### config.mk
export PLATFORM = sky130hd
export DESIGN_NAME = multi_load_cell_reader_tare_scale_core
export DESIGN_NICKNAME = d
export VERILOG_FILES = /design/src/sv/mlcr_pkg.sv /design/src/sv/mlcr_ctrl.sv /design/src/sv/mlcr_dp.sv /design/src/sv/multi_load_cell_reader_tare_scale_core.sv
export SDC_FILE = /design/constraint.sdc
export NUM_CORES = 2
export LEC_CHECK = 0
export BUFFER_PORTS_ARGS = -buffer_cell sky130_fd_sc_hd__buf_2
export CORE_MARGIN = 4
export CORE_UTILIZATION = 33
export CTS_BUF_LIST = sky130_fd_sc_hd__clkbuf_4
export DETAILED_ROUTE_END_ITERATION = 10
export GPL_ROUTABILITY_DRIVEN = 0
export GPL_TIMING_DRIVEN = 0
export PLACE_DENSITY = 0.59
export SLEW_MARGIN = 15
export SYNTH_ARGS = -nofsm -noshare
export SYNTH_HDL_FRONTEND = slang
export SYNTH_SLANG_ARGS = --single-unit
### constraint.sdc
create_clock -name i_clk -period 41.9 [get_ports i_clk]
set_input_delay 2.095 -clock i_clk [delete_from_list [all_inputs] [get_ports i_clk]]
set_output_delay 2.095 -clock i_clk [all_outputs]
set_load 0.03 [all_outputs]
### src/sv/mlcr_pkg.sv
package mlcr_pkg;

    // default build
    localparam int CELLS_DEF       = 6;
    localparam int SAMPLE_BITS_DEF = 24;

    // fixed widths
    localparam int MAX_CELLS = 6;
    localparam int SCALE_W   = 24;
    localparam int OFS_W     = 32;
    localparam int SUM_W     = 34;
    localparam int PROD_W    = OFS_W + SCALE_W;
    localparam int FORCE_W   = 25;
    localparam int TIME_W    = 32;
    localparam int CNT_W     = 10;
    localparam int TPM_W     = 16;
    localparam int HS_W      = 6;
    localparam int DIV_STEPS = SUM_W - 1;
    localparam int STEP_W    = 6;
    localparam int OUT_TDATA_W = 64;

    // register indexes
    localparam logic [2:0] REG_CALIB  = 3'd0;
    localparam logic [2:0] REG_TPM    = 3'd1;
    localparam logic [2:0] REG_SCALE0 = 3'd2;

    // reset values
    localparam logic [CNT_W-1:0] CALIB_RST = 10'd100;
    localparam logic [TPM_W-1:0] TPM_RST   = 16'd1000;
    localparam logic [SCALE_W-1:0] SCALE_RST [MAX_CELLS] = '{
        24'd77679, 24'd75833, 24'd80027, 24'd77846, 24'd77846, 24'd79692
    };

    // opcodes
    localparam logic [1:0] OP_TICK = 2'd0;
    localparam logic [1:0] OP_ZERO = 2'd1;
    localparam logic [1:0] OP_RUN  = 2'd2;
    localparam logic [1:0] OP_STOP = 2'd3;

    // result kinds
    localparam logic [1:0] KIND_CLOCK = 2'd0;
    localparam logic [1:0] KIND_FORCE = 2'd1;
    localparam logic [1:0] KIND_TARE  = 2'd2;

    typedef struct packed {
        logic load_in;
        logic exec;
        logic put_clock;
        logic put_tare;
        logic mul;
        logic put_force;
        logic div_load;
        logic div_step;
        logic div_write;
        logic sum_clr;
    } t_cmd;

    typedef struct packed {
        logic force_frame;
        logic tare_done;
        logic out_free;
    } t_status;

endpackage

### src/sv/mlcr_ctrl.sv
module mlcr_ctrl #(
    parameter int CELLS = mlcr_pkg::CELLS_DEF,
    parameter int CW    = (CELLS > 1) ? $clog2(CELLS) : 1
) (
    input  logic             i_clk,
    input  logic             i_rst_n,
    input  logic             i_in_valid,
    output logic             o_in_ready,
    input  mlcr_pkg::t_status i_st,
    output mlcr_pkg::t_cmd   o_cmd,
    output logic [CW-1:0]    o_cell
);

    localparam logic [3:0] S_IDLE   = 4'd0;
    localparam logic [3:0] S_EXEC   = 4'd1;
    localparam logic [3:0] S_PUT    = 4'd2;
    localparam logic [3:0] S_MUL    = 4'd3;
    localparam logic [3:0] S_FMT    = 4'd4;
    localparam logic [3:0] S_DIVLD  = 4'd5;
    localparam logic [3:0] S_DIVRUN = 4'd6;
    localparam logic [3:0] S_DIVWR  = 4'd7;
    localparam logic [3:0] S_TPUT   = 4'd8;

    localparam logic [CW-1:0] LAST_CELL = CW'(CELLS - 1);
    localparam logic [mlcr_pkg::STEP_W-1:0] LAST_STEP =
        mlcr_pkg::STEP_W'(mlcr_pkg::DIV_STEPS - 1);

    logic [3:0]                   r_state, n_state;
    logic [CW-1:0]                r_cell, n_cell;
    logic [mlcr_pkg::STEP_W-1:0]  r_step, n_step;

    assign o_in_ready = (r_state == S_IDLE);
    assign o_cell     = r_cell;

    always_comb begin
        n_state = r_state;
        n_cell  = r_cell;
        n_step  = r_step;
        o_cmd   = '0;
        unique case (r_state)
            S_IDLE: begin
                if (i_in_valid) begin
                    o_cmd.load_in = 1'b1;
                    n_state = S_EXEC;
                end
            end
            S_EXEC: begin
                o_cmd.exec = 1'b1;
                n_cell = '0;
                if (i_st.force_frame) n_state = S_MUL;
                else if (i_st.tare_done) n_state = S_DIVLD;
                else n_state = S_PUT;
            end
            S_PUT: begin
                if (i_st.out_free) begin
                    o_cmd.put_clock = 1'b1;
                    n_state = S_IDLE;
                end
            end
            S_MUL: begin
                o_cmd.mul = 1'b1;
                n_state = S_FMT;
            end
            S_FMT: begin
                if (i_st.out_free) begin
                    o_cmd.put_force = 1'b1;
                    if (r_cell == LAST_CELL) begin
                        n_state = S_IDLE;
                    end else begin
                        n_cell  = r_cell + 1'b1;
                        n_state = S_MUL;
                    end
                end
            end
            S_DIVLD: begin
                o_cmd.div_load = 1'b1;
                n_step  = '0;
                n_state = S_DIVRUN;
            end
            S_DIVRUN: begin
                o_cmd.div_step = 1'b1;
                n_step = r_step + 1'b1;
                if (r_step == LAST_STEP) n_state = S_DIVWR;
            end
            S_DIVWR: begin
                o_cmd.div_write = 1'b1;
                if (r_cell == LAST_CELL) begin
                    o_cmd.sum_clr = 1'b1;
                    n_state = S_TPUT;
                end else begin
                    n_cell  = r_cell + 1'b1;
                    n_state = S_DIVLD;
                end
            end
            S_TPUT: begin
                if (i_st.out_free) begin
                    o_cmd.put_tare = 1'b1;
                    n_state = S_IDLE;
                end
            end
            default: n_state = S_IDLE;
        endcase
    end

    always_ff @(posedge i_clk) begin
        if (!i_rst_n) begin
            r_state <= S_IDLE;
            r_cell  <= '0;
            r_step  <= '0;
        end else begin
            r_state <= n_state;
            r_cell  <= n_cell;
            r_step  <= n_step;
        end
    end

endmodule

### src/sv/mlcr_dp.sv
module mlcr_dp #(
    parameter int CELLS       = mlcr_pkg::CELLS_DEF,
    parameter int SAMPLE_BITS = mlcr_pkg::SAMPLE_BITS_DEF,
    parameter int CW          = (CELLS > 1) ? $clog2(CELLS) : 1
) (
    input  logic                 i_clk,
    input  logic                 i_rst_n,
    input  logic                 i_cfg_we,
    input  logic [2:0]           i_cfg_idx,
    input  logic [23:0]          i_cfg_data,
    input  logic [1:0]           i_op,
    input  logic [5:0]           i_lines,
    input  mlcr_pkg::t_cmd       i_cmd,
    input  logic [CW-1:0]        i_cell,
    output mlcr_pkg::t_status    o_st,
    input  logic                 i_out_ready,
    output logic                 o_out_valid,
    output logic [mlcr_pkg::OUT_TDATA_W-1:0] o_out_data,
    output logic [1:0]           o_out_kind,
    output logic                 o_out_last
);

    localparam int SB  = SAMPLE_BITS;
    localparam int OW  = mlcr_pkg::OFS_W;
    localparam int SW  = mlcr_pkg::SUM_W;
    localparam int PW  = mlcr_pkg::PROD_W;
    localparam int FW  = mlcr_pkg::FORCE_W;
    localparam int TW  = mlcr_pkg::TIME_W;
    localparam int HW  = mlcr_pkg::HS_W;
    localparam logic [HW-1:0] HS_END = HW'(2 * (SB + 1));
    localparam logic [CW-1:0] LAST_CELL = CW'(CELLS - 1);

    // configuration
    logic [mlcr_pkg::CNT_W-1:0]   r_calib;
    logic [mlcr_pkg::TPM_W-1:0]   r_tpm;
    logic [mlcr_pkg::SCALE_W-1:0] r_scale [mlcr_pkg::MAX_CELLS];

    // item latch
    logic [1:0] r_op;
    logic [5:0] r_lines;

    // control state
    logic r_run, n_run, r_taring, n_taring, r_zp, n_zp, r_fa, n_fa, r_clk, n_clk;
    logic [HW-1:0] r_hs, n_hs;
    logic [mlcr_pkg::CNT_W-1:0] r_frames, n_frames;
    logic [mlcr_pkg::TPM_W-1:0] r_td, n_td;
    logic [TW-1:0] r_ms, n_ms, r_ft, n_ft;

    // data state
    logic [SB-1:0] r_shift [CELLS];
    logic [OW-1:0] r_ofs   [CELLS];
    logic [SW-1:0] r_sums  [CELLS];

    // multiply and divide
    logic [PW-1:0] r_prod;
    logic          r_pneg;
    logic [SW-2:0] r_dq;
    logic [mlcr_pkg::CNT_W-1:0] r_rem;
    logic          r_dneg;

    logic r_oval;
    logic [1:0] r_okind;
    logic [2:0] r_ocell;
    logic [FW-1:0] r_oforce;
    logic [TW-1:0] r_otime;
    logic r_olast, r_oclk;

    logic [mlcr_pkg::TPM_W-1:0] tpm, td_inc;
    logic [mlcr_pkg::CNT_W-1:0] cnt, fr_inc;
    logic [HW-1:0] hs_inc;
    logic shift_clr, shift_en, sum_add, sum_clr, tare_done, force_frame, out_free;

    assign tpm = (r_tpm == '0) ? mlcr_pkg::TPM_W'(1) : r_tpm;
    assign cnt = (r_calib == '0) ? mlcr_pkg::CNT_W'(1) : r_calib;
    assign out_free = !r_oval || i_out_ready;

    always_comb begin
        n_run = r_run; n_taring = r_taring; n_zp = r_zp; n_fa = r_fa; n_clk = r_clk;
        n_hs = r_hs; n_frames = r_frames; n_td = r_td; n_ms = r_ms; n_ft = r_ft;
        shift_clr = 1'b0; shift_en = 1'b0; sum_add = 1'b0; sum_clr = 1'b0;
        tare_done = 1'b0; force_frame = 1'b0;
        td_inc = r_td + 1'b1;
        hs_inc = r_hs + 1'b1;
        fr_inc = r_frames + 1'b1;
        if (i_cmd.exec) begin
            unique case (r_op)
                mlcr_pkg::OP_ZERO: begin
                    if (r_fa) begin
                        n_zp = 1'b1;
                    end else begin
                        n_taring = 1'b1;
                        n_frames = '0;
                        sum_clr  = 1'b1;
                    end
                end
                mlcr_pkg::OP_RUN:  n_run = 1'b1;
                mlcr_pkg::OP_STOP: n_run = 1'b0;
                default: begin
                    // millisecond counter
                    if (td_inc >= tpm) begin
                        n_td = '0;
                        n_ms = r_ms + 1'b1;
                    end else begin
                        n_td = td_inc;
                    end
                    if (!r_fa) begin
                        // all data lines low: converters ready
                        if ((r_lines[CELLS-1:0] == '0) && (r_run || r_taring)) begin
                            n_fa = 1'b1;
                            n_ft = n_ms;
                            shift_clr = 1'b1;
                            n_clk = 1'b1;
                            n_hs = HW'(1);
                        end
                    end else if (r_clk) begin
                        n_clk = 1'b0;
                        if (r_hs[HW-1:1] < (HW-1)'(SB)) shift_en = 1'b1;
                        n_hs = hs_inc;
                        if (hs_inc >= HS_END) begin
                            n_fa = 1'b0;
                            n_hs = '0;
                            if (r_taring) begin
                                sum_add  = 1'b1;
                                n_frames = fr_inc;
                                if (fr_inc >= cnt) begin
                                    tare_done = 1'b1;
                                    n_frames = '0;
                                    n_taring = 1'b0;
                                    n_ms = '0;
                                    n_td = '0;
                                end
                            end else if (r_run) begin
                                force_frame = 1'b1;
                            end
                            if (r_zp) begin
                                n_zp = 1'b0;
                                n_taring = 1'b1;
                                n_frames = '0;
                                // sums still needed by the divider on tare end
                                if (!tare_done) sum_clr = 1'b1;
                            end
                        end
                    end else begin
                        n_clk = 1'b1;
                        n_hs = hs_inc;
                    end
                end
            endcase
        end
    end

    assign o_st.force_frame = force_frame;
    assign o_st.tare_done   = tare_done;
    assign o_st.out_free    = out_free;

    always_ff @(posedge i_clk) begin
        if (!i_rst_n) begin
            r_calib <= mlcr_pkg::CALIB_RST;
            r_tpm   <= mlcr_pkg::TPM_RST;
            for (int i = 0; i < mlcr_pkg::MAX_CELLS; i++) r_scale[i] <= mlcr_pkg::SCALE_RST[i];
        end else if (i_cfg_we) begin
            unique case (i_cfg_idx)
                mlcr_pkg::REG_CALIB: r_calib <= i_cfg_data[mlcr_pkg::CNT_W-1:0];
                mlcr_pkg::REG_TPM:   r_tpm   <= i_cfg_data[mlcr_pkg::TPM_W-1:0];
                default: r_scale[3'(i_cfg_idx - mlcr_pkg::REG_SCALE0)] <= i_cfg_data;
            endcase
        end
    end

    always_ff @(posedge i_clk) begin
        if (!i_rst_n) begin
            r_run <= 1'b0; r_taring <= 1'b1; r_zp <= 1'b0; r_fa <= 1'b0; r_clk <= 1'b0;
            r_hs <= '0; r_frames <= '0; r_td <= '0; r_ms <= '0; r_ft <= '0;
            r_oval <= 1'b0;
        end else begin
            r_run <= n_run; r_taring <= n_taring; r_zp <= n_zp; r_fa <= n_fa;
            r_clk <= n_clk; r_hs <= n_hs; r_frames <= n_frames; r_td <= n_td;
            r_ms <= n_ms; r_ft <= n_ft;
            if (i_cmd.put_clock || i_cmd.put_tare || i_cmd.put_force) r_oval <= 1'b1;
            else if (i_out_ready) r_oval <= 1'b0;
        end
    end

    // shift, sum and offset arrays
    always_ff @(posedge i_clk) begin
        if (!i_rst_n) begin
            for (int c = 0; c < CELLS; c++) begin
                r_shift[c] <= '0;
                r_ofs[c]   <= '0;
                r_sums[c]  <= '0;
            end
        end else begin
            for (int c = 0; c < CELLS; c++) begin
                if (shift_clr) r_shift[c] <= '0;
                else if (shift_en) r_shift[c] <= {r_shift[c][SB-2:0], r_lines[c]};
                if (sum_clr || i_cmd.sum_clr) r_sums[c] <= '0;
                else if (sum_add)
                    r_sums[c] <= r_sums[c] + {{(SW-SB){r_shift[c][SB-1]}}, r_shift[c]};
            end
            if (i_cmd.div_write)
                r_ofs[i_cell] <= r_dneg ? (OW'(0) - r_dq[OW-1:0]) : r_dq[OW-1:0];
        end
    end

    // item latch, multiplier, divider, output payload
    logic [OW-1:0] rd_sel, diff, dmag;
    logic [SW-1:0] sum_sel, smag;
    logic [mlcr_pkg::CNT_W:0] rem_sh;
    logic [PW:0] rnd;
    logic [PW-24:0] rmag;
    logic [PW-24:0] rsgn;

    assign rd_sel  = {{(OW-SB){r_shift[i_cell][SB-1]}}, r_shift[i_cell]};
    assign diff    = rd_sel - r_ofs[i_cell];
    assign dmag    = diff[OW-1] ? (OW'(0) - diff) : diff;
    assign sum_sel = r_sums[i_cell];
    assign smag    = sum_sel[SW-1] ? (SW'(0) - sum_sel) : sum_sel;
    assign rem_sh  = {r_rem, r_dq[SW-2]};
    assign rnd     = {1'b0, r_prod} + (PW+1)'(1 << 23);
    assign rmag    = rnd[PW:24];
    assign rsgn    = r_pneg ? ((PW-23)'(0) - rmag) : rmag;

    always_ff @(posedge i_clk) begin
        if (i_cmd.load_in) begin
            r_op    <= i_op;
            r_lines <= i_lines;
        end
        if (i_cmd.mul) begin
            r_prod <= PW'(dmag) * PW'(r_scale[i_cell]);
            r_pneg <= diff[OW-1];
        end
        if (i_cmd.div_load) begin
            r_dq   <= smag[SW-2:0];
            r_dneg <= sum_sel[SW-1];
            r_rem  <= '0;
        end else if (i_cmd.div_step) begin
            if (rem_sh >= {1'b0, cnt}) begin
                r_rem <= mlcr_pkg::CNT_W'(rem_sh - {1'b0, cnt});
                r_dq  <= {r_dq[SW-3:0], 1'b1};
            end else begin
                r_rem <= rem_sh[mlcr_pkg::CNT_W-1:0];
                r_dq  <= {r_dq[SW-3:0], 1'b0};
            end
        end
        if (i_cmd.put_clock || i_cmd.put_tare) begin
            r_okind  <= i_cmd.put_tare ? mlcr_pkg::KIND_TARE : mlcr_pkg::KIND_CLOCK;
            r_ocell  <= '0;
            r_oforce <= '0;
            r_otime  <= '0;
            r_olast  <= 1'b1;
            r_oclk   <= r_clk;
        end else if (i_cmd.put_force) begin
            r_okind  <= mlcr_pkg::KIND_FORCE;
            r_ocell  <= 3'(i_cell);
            r_oforce <= rsgn[FW-1:0];
            r_otime  <= r_ft;
            r_olast  <= (i_cell == LAST_CELL);
            r_oclk   <= r_clk;
        end
    end

    assign o_out_valid = r_oval;
    assign o_out_kind  = r_okind;
    assign o_out_last  = r_olast;
    assign o_out_data  = {3'b000, r_otime, r_oforce, r_ocell, r_oclk};

endmodule

### src/sv/multi_load_cell_reader_tare_scale_core.sv
// an accepted tick or command is latched, executed, and its result registered
// input: one request at a time, taken only when idle; a force frame end holds the
//   input for one multiply and one output load per cell, plus output stalls
// tare end: a bit-serial divider runs for each cell, then the tare result is output
// reset: synchronous active low; registers take their defaults and a tare starts
module multi_load_cell_reader_tare_scale_core #(
    parameter int CELLS       = mlcr_pkg::CELLS_DEF,
    parameter int SAMPLE_BITS = mlcr_pkg::SAMPLE_BITS_DEF
) (
    input  logic        i_clk,
    input  logic        i_rst_n,
    // configuration writes
    input  logic        i_cfg_we,
    input  logic [2:0]  i_cfg_idx,
    input  logic [23:0] i_cfg_data,
    // request stream
    input  logic        s_axis_tvalid,
    output logic        s_axis_tready,
    input  logic [7:0]  s_axis_tdata,   // dout_lines[5:0], zero pad
    input  logic [1:0]  s_axis_tuser,   // opcode[1:0]
    // result stream
    output logic        m_axis_tvalid,
    input  logic        m_axis_tready,
    output logic [63:0] m_axis_tdata,   // clock_out, cell_res[2:0], force_cn[24:0],
                                        // time_ms[31:0], zero pad
    output logic [1:0]  m_axis_tuser,   // kind[1:0]
    output logic        m_axis_tlast    // last
);

    localparam int CW = (CELLS > 1) ? $clog2(CELLS) : 1;

    mlcr_pkg::t_cmd    cmd;
    mlcr_pkg::t_status st;
    logic [CW-1:0]     cell_sel;

    // sequencer: one request at a time, multiply per cell, divide per cell on tare end
    mlcr_ctrl #(.CELLS(CELLS), .CW(CW)) u_ctrl (
        .i_clk      (i_clk),
        .i_rst_n    (i_rst_n),
        .i_in_valid (s_axis_tvalid),
        .o_in_ready (s_axis_tready),
        .i_st       (st),
        .o_cmd      (cmd),
        .o_cell     (cell_sel)
    );

    // converter clocking, tare sums, offsets and the output register
    mlcr_dp #(.CELLS(CELLS), .SAMPLE_BITS(SAMPLE_BITS), .CW(CW)) u_dp (
        .i_clk       (i_clk),
        .i_rst_n     (i_rst_n),
        .i_cfg_we    (i_cfg_we),
        .i_cfg_idx   (i_cfg_idx),
        .i_cfg_data  (i_cfg_data),
        .i_op        (s_axis_tuser),
        .i_lines     (s_axis_tdata[5:0]),
        .i_cmd       (cmd),
        .i_cell      (cell_sel),
        .o_st        (st),
        .i_out_ready (m_axis_tready),
        .o_out_valid (m_axis_tvalid),
        .o_out_data  (m_axis_tdata),
        .o_out_kind  (m_axis_tuser),
        .o_out_last  (m_axis_tlast)
    );

endmodule
; After elaboration in Yosys (flattened, before gate mapping)
; Memories as Yosys holds them, arrays and structs flattened. A register that Yosys moved wholly into a read port is not among the register bits.
; Index checks and enable logic that the tools add are counted.
[word_totals]
ff_bits = 307
ram_bits = 684
latchBits = 0
output_inout_bits = 69
romBits = 0
mem_count = 4
in_bits = 42
[mem_list]
columns = memory, depth, word_bits, rd, rd_ports_with_merged_regs, wr, line_no
row1 = u_dp.r_sums, 6, 34, 7, 1, 6, mlcr_dp.sv:52  ; logic [SW-1:0] r_sums [CELLS];
row2 = u_dp.r_ofs, 6, 32, 1, 1, 6, mlcr_dp.sv:51  ; logic [OW-1:0] r_ofs [CELLS];
row3 = u_dp.r_scale, 6, 24, 1, 1, 6, mlcr_dp.sv:36  ; logic [mlcr_pkg::SCALE_W-1:0] r_scale [mlcr_pkg::MAX_CELLS];
row4 = u_dp.r_shift, 6, 24, 7, 1, 6, mlcr_dp.sv:50  ; logic [SB-1:0] r_shift [CELLS];
[op_classes]
div = 0
n_bitwise = 27
shift = 0
mul = 1
n_eq_ne = 19
n_addsub = 20
n_reduce_logical = 40
n_lt_le_gt_ge = 5
mux = 188
[op_table]
columns = operator, count
row1 = $mux W34, 12
row2 = $mux W24, 13
row3 = $mux W32, 9
row4 = $add A34 B34 Y34, 6
row5 = $mux W16, 7
row6 = $mux W33, 3
row7 = $mux W1, 98
row8 = $mux W10, 9
row9 = $sub A1 B32 Y32 const A, 2
row10 = $add A49 B24 Y49 const B, 1
row11 = $mul A32 B24 Y49, 1
row12 = $mux W3, 14
row13 = $sub A1 B33 Y33 const A, 1
row14 = $add A32 B1 Y32 const B, 1
row15 = $pmux W4 S8, 1
row16 = $reduce_or A32 Y1, 1
row17 = $sub A32 B32 Y32, 1
row18 = $mux W25, 1
row19 = $sub A1 B25 Y25 const A, 1
row20 = $mux W6, 4
row21 = $or A1 B1 Y1, 24
row22 = $reduce_or A24 Y1, 1
row23 = $mux W4, 5
row24 = $pmux W10 S2, 1
row25 = other kinds (45), 83

; Longest topological paths before layout
[depth]
depth_word = 23
depth_mapped = 57
mapped_depth_nobuf = 45

; Modules after synthesis
; From an unflattened synthesis, not the netlist that was laid out.
[unflattened]
cells_unflattened = 8108
area_unflattened_um2 = 82340.2
[by_module_without_submodules]
columns = mod, area_per_inst_um2, n_inst, cells_each, seq_area_each_um2
row1 = mlcr_dp, 81495.7, 1, 7999, 30048.8
row2 = mlcr_ctrl, 844.6, 1, 109, 260.2

; Least setup slack after synthesis
; Ideal clock, no wire load.
[synth_timing]
path_kind = reg-to-reg
from = reg with a tool-made name
to = reg u_dp.r_prod[45], data pin
setup_time_ps = 258
path_buffers = 14
t_required_ps = 41642
slack_ps = 28776
synth_period_minus_slack_ps = 13124
t_arrival_ps = 12865
path_stages_with_launch = 55
path_cell_list = dfxtp_1 buf_2 buf_4 buf_4 buf_2 buf_2 buf_2 buf_4 buf_2 buf_2 buf_1 mux4_2 mux2i_1 ha_1 a21oi_1 nand2_1 a221o_1 o21ai_1 [19 not listed] inv_1 fa_1 fa_1 inv_1 fa_1 ha_1 nand3_1 nor2_1 and4_1 o211ai_1 a21bo_2 a31oi_2 a41oi_1 a21o_1 o211ai_1 a31o_2 a21oi_1 xnor2_1
[synth_rtl]
columns = element, line_no
row1 = end signal: assignment, mlcr_dp.sv:229  ; r_prod <= PW'(dmag) * PW'(r_scale[i_cell]);
row2 = end: declaration, mlcr_dp.sv:55  ; logic [PW-1:0] r_prod;

==> flow_metrics.env <==
export IMPL_synth_xor_area_share_pct=4.61
export IMPL_fmax_mhz=51.4
export IMPL_crit_arrival_ns=20.39
export IMPL_worstMarginPinSlew_ns=1.25
export IMPL_syn_area_um2=82100
export IMPL_syn_to_final_growth_pct=11.1
export IMPL_synth_avg_cell_area_um2=10.1
export IMPL_cts_setup_buffers=0
export IMPL_layout_commonest_cell="nor2_1"
export IMPL_synthAdderAreaFrac_pct=22.2
export IMPL_antenna_found_initial=11
export IMPL_hold_viol=0
export IMPL_synth_flop_cell="edfxtp_1"
export IMPL_reg2reg_setup_slack_ns=22.44
export IMPL_fp_dieW_um=507
export IMPL_rows=182
export IMPL_hpwlAfterDp_um=206000
export IMPL_finalClockSkew_ns=0.161
export IMPL_cts_tree="done"
export IMPL_drv_cap=0
export IMPL_design_die_area_um2=257000
export IMPL_ios=111
export IMPL_drive_above_1_share_pct=10.6
export IMPL_grt_total_usage_pct=20.1
export IMPL_cts_buffers=308
export IMPL_synth_distinct_cells=95
export IMPL_die_h_um=507
export IMPL_synth_seq_cells=1083
export IMPL_avgRoutedWirePerCell_um=21.7
export IMPL_yosysWarnings=0
export IMPL_num_vias=64087
export IMPL_cts_buffer_depth=4
export IMPL_initialDrtViolationCount=6499
export IMPL_numClockSinks=1083
export IMPL_final_cell_mix="nor2_1 (1015), inv_1 (931), nand2_1 (916), edfxtp_1 (868), fa_1 (646)"
export IMPL_finalCriticalPeriod_ns=19.46
export IMPL_min_path_type="register to register"
export IMPL_cts_htree_levels=5
export IMPL_synth_top_family_by_area="adder cells"
export IMPL_status="finished, final reports clean"
export IMPL_first_pass_iters=9
export IMPL_drc=0
export IMPL_slew_viol_final=0
export IMPL_yosysSeqAreaShare_pct=37.0
export IMPL_synth_compound_area_share_pct=8.73
export IMPL_end_kind="register"
export IMPL_clk_latency_ns=1.29
export IMPL_postRouteAntennaNets=0
export IMPL_path_clk_slew_ns=0.07
export IMPL_multi_input_area_um2=47100
export IMPL_syn_instance_count=8112
export IMPL_post_route_period_util_pct=46.4
export IMPL_async_flop_share_pct=0
export IMPL_io_buffers=104
export IMPL_slew_headroom_pct=14.4
export IMPL_crit_top_cell="fa_1"
export IMPL_grt_pass1_wl_um=394000
export IMPL_start_util_pct=33.3
export IMPL_fin_nets=9675
export IMPL_post_cts_resized=0
export IMPL_root_buffer="clkbuf_4"
export IMPL_crit_type="register to register"
export IMPL_slowest_delay_ns=0.82
export IMPL_start_kind="register"
export IMPL_n_fill_cell=24566
export IMPL_grt_pass1_vias=65173
export IMPL_seqCellArea_um2=30400
export IMPL_wl_um=262000
export IMPL_rsz0062_at_grt="no"
export IMPL_setup_viol=0
export IMPL_core_area_um2=247000
export IMPL_worstPathRequired_ns=42.84
export IMPL_grt_max_degree=51
export IMPL_grt_overflow_total=0
export IMPL_via_per_inst=5.30
export IMPL_cp_max_fo=10
export IMPL_cpMaxStageDelayCell="clkbuf_1"
export IMPL_cts_hold_buffers_added=0
export IMPL_finalSetupTns_ns=0
export IMPL_synthSimpleGateAreaFrac_pct=15.0
export IMPL_synth_edf_count=868
export IMPL_synthMuxAreaShare_pct=6.45
flip-flops by register name, indices dropped and copies added, names as in the netlist, 26 cells and up, named ones only:
signal,count
u_dp.r_scale,192
u_dp.r_ft,32
u_dp.r_prod,26
u_dp.r_ofs,256
u_dp.r_otime,32
u_dp.r_sums,204
u_dp.r_ms,32
u_dp.r_dq,33
u_dp.r_shift,144
synth_stat cells (44+ instances only):
master	count	area, um^2
xor2_1	180	1580
and3_1	195	1220
nand2b_1	84	526
and2_1	58	363
nand3_1	148	741
xnor2_1	242	2120
edfxtp_1	868	26100
nor2b_1	65	407
mux2i_1	115	1150
nand4_1	45	282
nand2_1	927	3480
o21a_1	44	330
ha_1	422	5280
o21ai_0	276	1380
a31oi_1	48	300
fa_1	646	12900
inv_1	932	3500
nor3_1	108	541
mux4_2	170	3830
a21oi_1	373	1870
clkbuf_1	300	1130
nor2_1	1017	3820
dfxtp_1	215	4300
a21o_1	107	803
or3_1	48	300
path summary, 6_finish.rpt:
kind	startpoint	endpoint	cells past startpoint
hold reg to reg	u_dp.r_oforce[10]	u_dp.r_oforce[10]	2
setup / recovery	register	u_dp.r_prod[45]	53
setup reg to reg	register	u_dp.r_prod[45]	53
hold / removal	u_dp.r_oforce[10]	u_dp.r_oforce[10]	2
critical path, delay by kind of cell, from the launching register on:
family,cells,cell delay (ns)
multiplexers,2,0.82
XOR/XNOR,2,0.89
AO/OA/AOI/OAI,14,3.83
flip-flops,1,0.31
AND/OR/NAND/NOR,7,1.42
adder cells (fa/ha/maj),9,4.31
buffers and inverters,19,7.48
kinds of logic after synthesis:
logic type,Yosys count
AO/OA/AOI/OAI,1151
XOR/XNOR,427
adder cells (fa/ha/maj),1068
buffers and inverters,1287
flip-flops,1083
multiplexers,313
other,1
AND/OR/NAND/NOR,2782
cell type report:
cell class / instances / share of cell area, %
multi-input cells: 5744 / 51.6
flip-flops and latches: 1083 / 33.3
well taps: 3312 / 4.54
inverters: 933 / 3.84
clock buffers: 435 / 3.58
plain buffers: 354 / 1.53
repair buffers: 141 / 1.18
clock inverters: 72 / 0.365
diodes: 17 / 0.0466
per-layer routing:
metal	global-route usage (%)	part of all wire, %	vias to the layer above
met5	0	0	-
met2	32.5	46	2883
met3	4.14	8.6	611
met4	8.39	4.5	0
met1	26.3	41	31986
li1	-	-	28607
through the flow:
| stage | std cells | setup WS, ns | instance area [um^2] | utilization, % | hold WS, ns |
|---|---|---|---|---|---|
| 2_1_floorplan | 8114 | 28.78 | 82100 | - | 0.425 |
| 3_3_place_gp | 11530 | 22.39 | 86700 | 35.2 | 0.441 |
| 3_5_place_dp | 11566 | 22.74 | 87500 | 35.5 | 0.440 |
| 4_1_cts | 12073 | 22.66 | 91100 | 36.9 | 0.446 |
| 5_1_grt | 12087 | 21.80 | 91200 | 37.0 | 0.458 |
| 6_report | 12091 | 22.44 | 91200 | 37.0 | 0.445 |
Power is left out: the tool's default activity adds up to more than one toggle a clock period on the data nets, which glitch-free logic cannot reach.
